===== src/hdl/d2e_pkg.sv =====
// shared types, constants and month table for the date to epoch seconds converter
package d2e_pkg;

    localparam int YEAR_W   = 12;
    localparam int MONTH_W  = 4;
    localparam int DAY_W    = 5;
    localparam int HOUR_W   = 5;
    localparam int MINUTE_W = 6;
    localparam int SECOND_W = 6;
    localparam int ZONE_W   = 5;
    localparam int SECS_W   = 33;

    localparam int IN_BITS  = YEAR_W + MONTH_W + DAY_W + HOUR_W + MINUTE_W + SECOND_W;
    localparam int IN_W     = ((IN_BITS + 7) / 8) * 8;
    localparam int OUT_W    = ((SECS_W + 7) / 8) * 8;

    localparam int YOFF_W   = 8;
    localparam int MDAYS_W  = 9;
    localparam int HZ_W     = 7;
    localparam int DAYS_W   = 17;
    localparam int TOD_W    = 19;

    localparam logic [YEAR_W-1:0] PIVOT_YEAR    = YEAR_W'(69);
    localparam logic [YEAR_W-1:0] CENTURY_BASE  = YEAR_W'(2000);
    localparam logic [YEAR_W-1:0] EPOCH_YEAR    = YEAR_W'(1970);
    localparam logic [YEAR_W-1:0] LAST_YEAR     = YEAR_W'(2099);
    localparam logic [DAYS_W-1:0] DAYS_PER_YEAR = DAYS_W'(365);
    localparam logic [TOD_W-1:0]  SECS_PER_HOUR = TOD_W'(3600);
    localparam logic [TOD_W-1:0]  SECS_PER_MIN  = TOD_W'(60);
    localparam logic [SECS_W-1:0] SECS_PER_DAY  = SECS_W'(86400);

    typedef struct packed {
        logic                     invalid;
        logic [YOFF_W-1:0]        year_off;
        logic [MDAYS_W-1:0]       month_days;
        logic [DAY_W-1:0]         day;
        logic signed [HZ_W-1:0]   hour_zone;
        logic [MINUTE_W-1:0]      minute;
        logic [SECOND_W-1:0]      second;
    } t_date_s1;

    // days before the first of each month in a common year, december for 11..15
    function automatic logic [MDAYS_W-1:0] days_before_month(input logic [MONTH_W-1:0] m);
        logic [MDAYS_W-1:0] d;
        case (m)
            4'd0:    d = 9'd0;
            4'd1:    d = 9'd31;
            4'd2:    d = 9'd59;
            4'd3:    d = 9'd90;
            4'd4:    d = 9'd120;
            4'd5:    d = 9'd151;
            4'd6:    d = 9'd181;
            4'd7:    d = 9'd212;
            4'd8:    d = 9'd243;
            4'd9:    d = 9'd273;
            4'd10:   d = 9'd304;
            default: d = 9'd334;
        endcase
        return d;
    endfunction

endpackage


===== src/hdl/d2e_date_stage.sv =====
// first pipeline stage: year folding, range check, month offset and zone-corrected hour
module d2e_date_stage
    import d2e_pkg::*;
(
    input  logic                     i_clk,
    input  logic                     i_rst_n,
    input  logic                     i_en,
    input  logic                     i_valid,
    input  logic [YEAR_W-1:0]        i_year,
    input  logic [MONTH_W-1:0]       i_month,
    input  logic [DAY_W-1:0]         i_day,
    input  logic [HOUR_W-1:0]        i_hour,
    input  logic [MINUTE_W-1:0]      i_minute,
    input  logic [SECOND_W-1:0]      i_second,
    input  logic signed [ZONE_W-1:0] i_zone,
    output logic                     o_valid,
    output t_date_s1                 o_s1
);

    logic            r_valid;
    t_date_s1        r_s1;
    t_date_s1        n_s1;
    logic [YEAR_W-1:0] year_full;
    logic [YEAR_W-1:0] year_diff;
    logic            leap;

    always_comb begin
        year_full = (i_year < PIVOT_YEAR) ? (i_year + CENTURY_BASE) : i_year;
        year_diff = year_full - EPOCH_YEAR;
        // within 1970..2099 only 2000 is a century year, and it is a leap year
        leap      = (year_diff[1:0] == 2'd2);

        n_s1.invalid    = (year_full < EPOCH_YEAR) || (year_full > LAST_YEAR);
        n_s1.year_off   = year_diff[YOFF_W-1:0];
        n_s1.month_days = days_before_month(i_month)
                        + MDAYS_W'((i_month > 4'd1) && leap);
        n_s1.day        = i_day;
        n_s1.hour_zone  = $signed({2'b00, i_hour})
                        - $signed({{(HZ_W-ZONE_W){i_zone[ZONE_W-1]}}, i_zone});
        n_s1.minute     = i_minute;
        n_s1.second     = i_second;
    end

    always_ff @(posedge i_clk) begin
        if (!i_rst_n) begin
            r_valid <= 1'b0;
        end else if (i_en) begin
            r_valid <= i_valid;
        end
    end

    always_ff @(posedge i_clk) begin
        if (i_en) begin
            r_s1 <= n_s1;
        end
    end

    assign o_valid = r_valid;
    assign o_s1    = r_s1;

endmodule


===== src/hdl/date_to_epoch_seconds.sv =====
// date to epoch seconds converter top level: zone register, pipeline and stream handshake
// Converts a broken-down Gregorian date and time (years 1970..2099, or 0..68 for
// 2000..2068) into signed seconds since 1970-01-01 00:00:00 minus the zone register
// in whole hours. Four register stages (date decode, day count and time of day,
// day-to-second multiply, final add into the output register) take one transaction
// per clock cycle while the output is not stalled. Each stage holds while its
// successor is full and stalled, so bubbles are squeezed out under backpressure.
// A year outside the supported ranges returns zero seconds with the tuser flag
// set. The zone register should be written only while the pipeline is empty.
module date_to_epoch_seconds
    import d2e_pkg::*;
(
    input  logic              i_clk,
    input  logic              i_rst_n,
    input  logic              i_cfg_we,
    input  logic [ZONE_W-1:0] i_cfg_wdata,     // zone_hours, signed
    input  logic              i_s_axis_tvalid,
    output logic              o_s_axis_tready,
    // year_value[11:0] month_index[15:12] day_of_month[20:16] hour_value[25:21]
    // minute_value[31:26] second_value[37:32], zero fill above
    input  logic [IN_W-1:0]   i_s_axis_tdata,
    output logic              o_m_axis_tvalid,
    input  logic              i_m_axis_tready,
    output logic [OUT_W-1:0]  o_m_axis_tdata,  // epoch_seconds[32:0] signed, zero fill above
    output logic [0:0]        o_m_axis_tuser   // year_invalid
);

    localparam int MON_LO = YEAR_W;
    localparam int DAY_LO = MON_LO + MONTH_W;
    localparam int HR_LO  = DAY_LO + DAY_W;
    localparam int MIN_LO = HR_LO + HOUR_W;
    localparam int SEC_LO = MIN_LO + MINUTE_W;

    logic signed [ZONE_W-1:0] r_zone;

    logic     en1, en2, en3, en4;
    logic     v1;
    t_date_s1 s1;

    logic                     r_v2;
    logic                     r_inv2;
    logic signed [DAYS_W-1:0] r_days;
    logic signed [TOD_W-1:0]  r_tod2;
    logic signed [DAYS_W-1:0] n_days;
    logic signed [TOD_W-1:0]  n_tod;

    logic                     r_v3;
    logic                     r_inv3;
    logic signed [SECS_W-1:0] r_prod;
    logic signed [TOD_W-1:0]  r_tod3;
    logic signed [SECS_W-1:0] n_prod;

    logic                     r_v4;
    logic                     r_inv4;
    logic signed [SECS_W-1:0] r_secs;
    logic signed [SECS_W-1:0] n_secs;

    logic [YOFF_W:0]          yoff_p1;
    logic [DAYS_W-1:0]        days_pos;

    always_ff @(posedge i_clk) begin
        if (!i_rst_n) begin
            r_zone <= '0;
        end else if (i_cfg_we) begin
            r_zone <= i_cfg_wdata;
        end
    end

    // per-stage advance: a stage moves when empty or when the next one moves
    assign en4 = !r_v4 || i_m_axis_tready;
    assign en3 = !r_v3 || en4;
    assign en2 = !r_v2 || en3;
    assign en1 = !v1 || en2;
    assign o_s_axis_tready = en1;

    d2e_date_stage u_date_stage (
        .i_clk    (i_clk),
        .i_rst_n  (i_rst_n),
        .i_en     (en1),
        .i_valid  (i_s_axis_tvalid),
        .i_year   (i_s_axis_tdata[MON_LO-1:0]),
        .i_month  (i_s_axis_tdata[DAY_LO-1:MON_LO]),
        .i_day    (i_s_axis_tdata[HR_LO-1:DAY_LO]),
        .i_hour   (i_s_axis_tdata[MIN_LO-1:HR_LO]),
        .i_minute (i_s_axis_tdata[SEC_LO-1:MIN_LO]),
        .i_second (i_s_axis_tdata[SEC_LO+SECOND_W-1:SEC_LO]),
        .i_zone   (r_zone),
        .o_valid  (v1),
        .o_s1     (s1)
    );

    // stage 2: day count and time of day
    always_comb begin
        yoff_p1  = {1'b0, s1.year_off} + 9'd1;
        days_pos = DAYS_W'(s1.year_off) * DAYS_PER_YEAR
                 + DAYS_W'(yoff_p1 >> 2)
                 + DAYS_W'(s1.month_days)
                 + DAYS_W'(s1.day);
        n_days   = $signed(days_pos - DAYS_W'(1));
        n_tod    = $signed({{(TOD_W-HZ_W){s1.hour_zone[HZ_W-1]}}, s1.hour_zone} * SECS_PER_HOUR
                 + TOD_W'(s1.minute) * SECS_PER_MIN
                 + TOD_W'(s1.second));
    end

    // stage 3: days to seconds
    assign n_prod = $signed({{(SECS_W-DAYS_W){r_days[DAYS_W-1]}}, r_days} * SECS_PER_DAY);

    // stage 4: final sum
    assign n_secs = r_inv3 ? '0
                  : r_prod + $signed({{(SECS_W-TOD_W){r_tod3[TOD_W-1]}}, r_tod3});

    always_ff @(posedge i_clk) begin
        if (!i_rst_n) begin
            r_v2 <= 1'b0;
            r_v3 <= 1'b0;
            r_v4 <= 1'b0;
        end else begin
            if (en2) begin
                r_v2 <= v1;
            end
            if (en3) begin
                r_v3 <= r_v2;
            end
            if (en4) begin
                r_v4 <= r_v3;
            end
        end
    end

    always_ff @(posedge i_clk) begin
        if (en2) begin
            r_inv2 <= s1.invalid;
            r_days <= n_days;
            r_tod2 <= n_tod;
        end
        if (en3) begin
            r_inv3 <= r_inv2;
            r_prod <= n_prod;
            r_tod3 <= r_tod2;
        end
        if (en4) begin
            r_inv4 <= r_inv3;
            r_secs <= n_secs;
        end
    end

    assign o_m_axis_tvalid = r_v4;
    assign o_m_axis_tdata  = {{(OUT_W-SECS_W){1'b0}}, r_secs};
    assign o_m_axis_tuser  = r_inv4;

endmodule

===== config.mk =====
export PLATFORM = sky130hd
export DESIGN_NAME = date_to_epoch_seconds
export DESIGN_NICKNAME = d
export VERILOG_FILES = /design/src/hdl/d2e_pkg.sv /design/src/hdl/d2e_date_stage.sv /design/src/hdl/date_to_epoch_seconds.sv
export SDC_FILE = /design/constraint.sdc
export NUM_CORES = 1
export LEC_CHECK = 0
export BUFFER_PORTS_ARGS = -buffer_cell sky130_fd_sc_hd__buf_2
export CAP_MARGIN = 30
export CORE_MARGIN = 1
export CORE_UTILIZATION = 30
export CTS_BUF_LIST = sky130_fd_sc_hd__clkbuf_2 sky130_fd_sc_hd__clkbuf_4 sky130_fd_sc_hd__clkbuf_8
export CTS_CLUSTER_SIZE = 10
export DETAILED_ROUTE_END_ITERATION = 7
export PLACE_DENSITY_LB_ADDON = 0.08
export SYNTH_ARGS = -nofsm -noshare
export SYNTH_HDL_FRONTEND = slang
export SYNTH_HIERARCHICAL = 1
export SYNTH_SLANG_ARGS = --single-unit

===== constraint.sdc =====
create_clock -name i_clk -period 8.7 [get_ports i_clk]
set_clock_uncertainty 0.2 [all_clocks]
set_input_delay 1.305 -clock i_clk [delete_from_list [all_inputs] [get_ports i_clk]]
set_output_delay 1.305 -clock i_clk [all_outputs]
set_load 0.05 [all_outputs]

# --- Word level (Yosys, flattened, before mapping) ---
# Memory sizes are Yosys's and may differ from the RTL's.
# Cells that the tools add are included.
totals:
  out_inout_bits: 43
  wordCells: 53
  mem_count: 1
  mem_bits_ro: 144
  latch_bits: 0
  mem_bits_rw: 0
  in_bits: 50
  register_bits: 168
op_classes:
  muxes: 1
  n_bitwise: 0
  mul: 4
  n_eq_ne: 1
  div: 0
  add_sub_neg: 12
  reduce_logical: 10
  n_lt_le_gt_ge: 4
  shifts: 0
memory_table:
  columns: ["memory", "depth", "word_bits", "rd", "rd_ports_with_merged_regs", "write_ports", "line_no", "text"]
  rows:
  - ["(no name shown)", 16, 9, 1, 0, 0, "d2e_pkg.sv:45", "case (m)"]
ops:
  columns: ["cell", "count"]
  rows:
  - ["$add A33 B33 Y33", 1]
  - ["$mul A33 B10 Y26 const B", 1]
  - ["$add A19 B12 Y19", 1]
  - ["$add A19 B6 Y19", 1]
  - ["$mul A19 B8 Y15 const B", 1]
  - ["$add A17 B5 Y17", 1]
  - ["$add A17 B7 Y17", 1]
  - ["$add A17 B9 Y17", 1]
  - ["$mul A8 B9 Y17 const B", 1]
  - ["$sub A17 B1 Y17 const B", 1]
  - ["$add A12 B11 Y12 const B", 1]
  - ["$gt A12 B12 Y1 const B", 1]
  - ["$lt A12 B11 Y1 const B", 1]
  - ["$lt A12 B7 Y1 const B", 1]
  - ["$mux W12", 1]
  - ["$mul A6 B4 Y10 const B", 1]
  - ["$add A8 B1 Y9 const B", 1]
  - ["$add A9 B1 Y9", 1]
  - ["$sub A8 B8 Y8 const B", 1]
  - ["$sub A6 B5 Y7", 1]
  - ["$logic_or A1 B1 Y1", 5]
  - ["$gt A4 B1 Y1 const B", 1]
  - ["$logic_not A1 Y1", 4]
  - ["$eq A2 B2 Y1 const B", 1]
  - ["$logic_and A1 B1 Y1", 1]

# --- Longest topological paths before layout ---
logic_depth:
  word_depth: 6
  ltp_mapped: 19
  mapped_depth_nobuf: 19

# --- Hierarchy ---
# Netlist, hierarchy kept.
by_module_without_submodules:
  columns: ["mod", "instances", "area_per_inst_um2", "cells_each"]
  rows:
  - ["date_to_epoch_seconds", 1, 12864.8, 1211]
  - ["d2e_date_stage", 1, 2369.8, 201]

# --- Least setup slack after synthesis ---
# Ideal clock, no wire load.
synth_timing:
  path_kind: "register to register"
  from: "register u_date_stage.r_s1 (netlist bit u_date_stage/o_s1[39])"
  to: "register r_days[14], data pin"
  slack_ns: 3.655
  path_stages_with_launch: 20
  setup_ns: 0.258
  t_required_ns: 8.242
  t_arrival_ns: 4.587
  cell_sequence: "edfxtp_1 clkbuf_1 inv_1 ha_1 xor2_1 xnor2_1 fa_1 inv_1 fa_1 inv_1 fa_1 inv_1 ha_1 a21oi_1 nand2_1 o211a_1 o21a_1 o21ai_0 nor2b_1 xnor2_1"
synth_between:
  elab_chain_len: 5
synth_lines:
  columns: ["element", "line_no", "text"]
  rows:
  - ["start, declared", "d2e_date_stage.sv:21", "t_date_s1 r_s1;"]
  - ["start signal, assigned", "d2e_date_stage.sv:54", "r_s1 <= n_s1;"]
  - ["$mul A8 B9 Y17 / $add A8 B1 Y9 (equally long branches)", "date_to_epoch_seconds.sv:95, date_to_epoch_seconds.sv:94", null]
  - ["$add A17 B7 Y17 *", "date_to_epoch_seconds.sv:96", "+ DAYS_W'(yoff_p1 >> 2)"]
  - ["$add A17 B9 Y17 *", "date_to_epoch_seconds.sv:97", "+ DAYS_W'(s1.month_days)"]
  - ["$add A17 B5 Y17 *", "date_to_epoch_seconds.sv:98", "+ DAYS_W'(s1.day);"]
  - ["$sub A17 B1 Y17 *", "date_to_epoch_seconds.sv:99", "n_days = $signed(days_pos - DAYS_W'(1));"]
  - ["net n_days[14]", "date_to_epoch_seconds.sv:44", "logic signed [DAYS_W-1:0] n_days;"]
  - ["end signal, assigned", "date_to_epoch_seconds.sv:133", "r_days <= n_days;"]
  - ["end, declared", "date_to_epoch_seconds.sv:42", "logic signed [DAYS_W-1:0] r_days;"]
# Mark *: on every way through the listed nets, which the timed path passes. The rest lies on a longest branch.
# A chain may end at the register's enable or synchronous reset.

# --- Worst setup path after layout ---
layout_timing:
  from: "register u_date_stage.r_s1 (netlist bit u_date_stage/o_s1[34])"
  to: "register r_days[16], data pin"
# Same word-level chain as after synthesis.

==> run_results.csv <==
group,metric,value,unit
worst_setup_path,rrSetupSlack,3250,ps
synth,synth_cell_types,79,
cts,clk_latency,550,ps
synth,yosys_register_bits,168,
cts,post_cts.repair.setup_buffers,0,
layout,fin_util,33.5,%
floorplan,fp.dieH,227,um
placed_design,gp_congestion,0.785,
run_status,status,"completed",
cts,clk_pin_slew,90,ps
synth,yosysSeqAreaShare,32.5,%
grt,grt_pass1_wl,50500,um
timing,finalSetupViolCount,0,
synth,synthTopCellsByArea,"edfxtp_1 31%, ha_1 18%, fa_1 15%, inv_1 6.3%, xnor2_1 4.4%",
cts,cts_hold_buffers,0,
synth,synth.largest_area_cell,"edfxtp_1",
layout,finalInstanceArea,16800,sq um
floorplan,die-area,51700,sq um
synth,synth_enable_flop_cells,159,
detailed_routing,vias,9608,
min_path,hold_path_depth,0,
worst_setup_path,arrival,5540,ps
cts,ctsHtreeMaxLevel,4,
cts,numCtsBuffers,17,
detailed_routing,drc,0,
worst_setup_path,reg2reg_to,"r_days[16]",
grt,grt_pass1_vias,10000,
layout,n_antenna_cell,0,
detailed_routing,routed_wl,29700,um
min_path,min_to,"r_tod3[8]",
synth,syn_avg_cell_area,10.8,sq um
grt,grt_overflow,0,
layout,final_nets,1890,
timing,min_period,5450,ps
worst_setup_path,cp_max_fo,5,
cts,cts_max_path_buffers,2,
run,cap_violations,0,
cts,clock-sinks,168,
synth,synth_ff_type,"edfxtp_1",
synth,synthCells,1412,
floorplan,ioPinCount,93,
placed_design,placed_area,16400,sq um
timing,worstMarginPinSlew,799,ps
timing,min_period_over_period,62.7,%
layout,final_cell_mix,"257 x inv_1, 224 x ha_1, 159 x edfxtp_1",
worst_setup_path,reg2reg_from,"u_date_stage/o_s1[34]",
timing,rsz0062_at_grt,"false",
floorplan,row_count,82,
detailed_routing,postRouteAntennaNets,0,
worst_setup_path,ff2ff_path_depth,18,
min_path,min-delay-start,"r_tod2[8]",
floorplan,die_w,227,um
cts,cts_root_buf,"clkbuf_8",
worst_setup_path,cp-start-kind,"flop",
floorplan,coreArea,50200,sq um
cts,cts_tree,"built",
timing,final_hold_viol_count,0,
placed_design,port_buffers,83,
layout,drive_above_1_share,9.45,%
timing,finalSetupTns,0,ps
cts,cts_resized,0,
worst_setup_path,cp-end-kind,"flop",
placed_design,dp_hpwl,24100,um
synth,ys_warn_count,6,
grt,gr-usage-all-layers,12.5,%
grt,grt_max_degree,47,
layout,layout_commonest_cell,"inv_1",
detailed_routing,wl_per_cell,13.6,um
detailed_routing,drt-pass1-iter-count,4,
min_path,hp-class,"flop to flop",
grt,antenna_found_initial,1,
timing,slew_violations,0,
detailed_routing,detail_route.iter0.violations,292,
synth,async_flop_share,0,%
synth,syn-cell-area,15200,sq um
floorplan,start_util,30.4,%
layout,area_delta_synth_final,10.4,%
synth,netlist.area_leader.share,31.3,%
worst_setup_path,required,8790,ps
timing,fmax,183,MHz
worst_setup_path,critPathKind,"flop to flop",
detailed_routing,vias_per_cell,4.40,
timing,slew_headroom,46.3,%
metrics by stage:
stage	instances	setup slack, ps	hold WS [ps]
floorplan	1418	3660	200
global placement	2153	3150	202
detailed placement	2154	3170	205
CTS	2185	3140	225
global route	2185	2940	234
finish	2185	3250	220
worst max-delay path by stage:
stage                          startpoint         end  slack, ps  depth (start not counted)
floorplan           u_date_stage/o_s1[39]  r_days[14]       3660                         19
global placement    u_date_stage/o_s1[34]  r_days[14]       3150                         18
detailed placement  u_date_stage/o_s1[34]  r_days[14]       3170                         18
CTS                 u_date_stage/o_s1[34]  r_days[14]       3140                         18
global route        u_date_stage/o_s1[34]  r_days[14]       2940                         18
finish              u_date_stage/o_s1[34]  r_days[16]       3250                         18
state kept, by name, indices dropped and copies added, names as in the netlist:
signal and cells:
o_m_axis_tuser 1, o_m_axis_tvalid 1, r_days 17, r_inv2 1
r_inv3 1, r_prod 26, r_secs 33, r_tod2 19
r_tod3 19, r_v2 1, r_v3 1, r_zone 5
u_date_stage/o_s1 42, u_date_stage/o_valid 1
final cells by class:
cell class / instances / area, sq um
fill: 5099 / 33400
multi-input combinational: 968 / 9210
sequential: 168 / 4950
inverter: 257 / 965
tap: 672 / 841
timing repair buffer: 89 / 473
clock buffer: 19 / 249
clock inverter: 12 / 128
per-layer routing:
metal | part of all wire, % | global-route usage (%) | vias up
met5 | 0.054 | 0 | -
met4 | 2.2 | 5.78 | 2
met3 | 2.4 | 2.05 | 36
met2 | 46 | 20.6 | 109
met1 | 49 | 16.1 | 4482
li1 | - | - | 4979
synthesized netlist by cell type, types with 13 or more instances:
cell type,instances
nand2b_1,13
o21ai_0,30
nand2_1,42
ha_1,224
o21bai_1,14
xor2_1,38
inv_1,257
edfxtp_1,159
nor2b_1,34
a21oi_1,68
fa_1,115
nand3_1,16
nor3_1,20
xnor2_1,77
clkbuf_1,14
a21o_1,23
nor2_1,81
cells by family (layout without fill, tap and decap cells):
logic type                 after synthesis  count (layout)  synth area share, %
adders and majority gates              339             339                 33.5
and+or+nand+nor                        258             258                 8.52
AOI/OAI and AO/OA                      233             233                 10.5
buffers and inverters                  282             377                 7.22
xor gates and xnor gates               115             115                 6.61
other                                    1               7               0.0246
muxes                                   16              16                 1.13
DFF                                    168             168                 32.5
worst max-delay path: stages, from the launching register on:
cell and delay, ps:
edfxtp_1 540, ha_1 320, and3_1 210, xnor2_1 200, fa_1 460, ha_1 310, inv_1 70, fa_1 440
fa_1 540, inv_1 40, ha_1 220, fa_1 410, a21oi_1 200, o22ai_1 160, o211a_1 270, o21a_1 160
o21ai_0 190, a21oi_1 110, xnor2_1 140
Power is not shown: default switching activity piles up to over one toggle a cycle in this logic, so the estimate is an artifact.
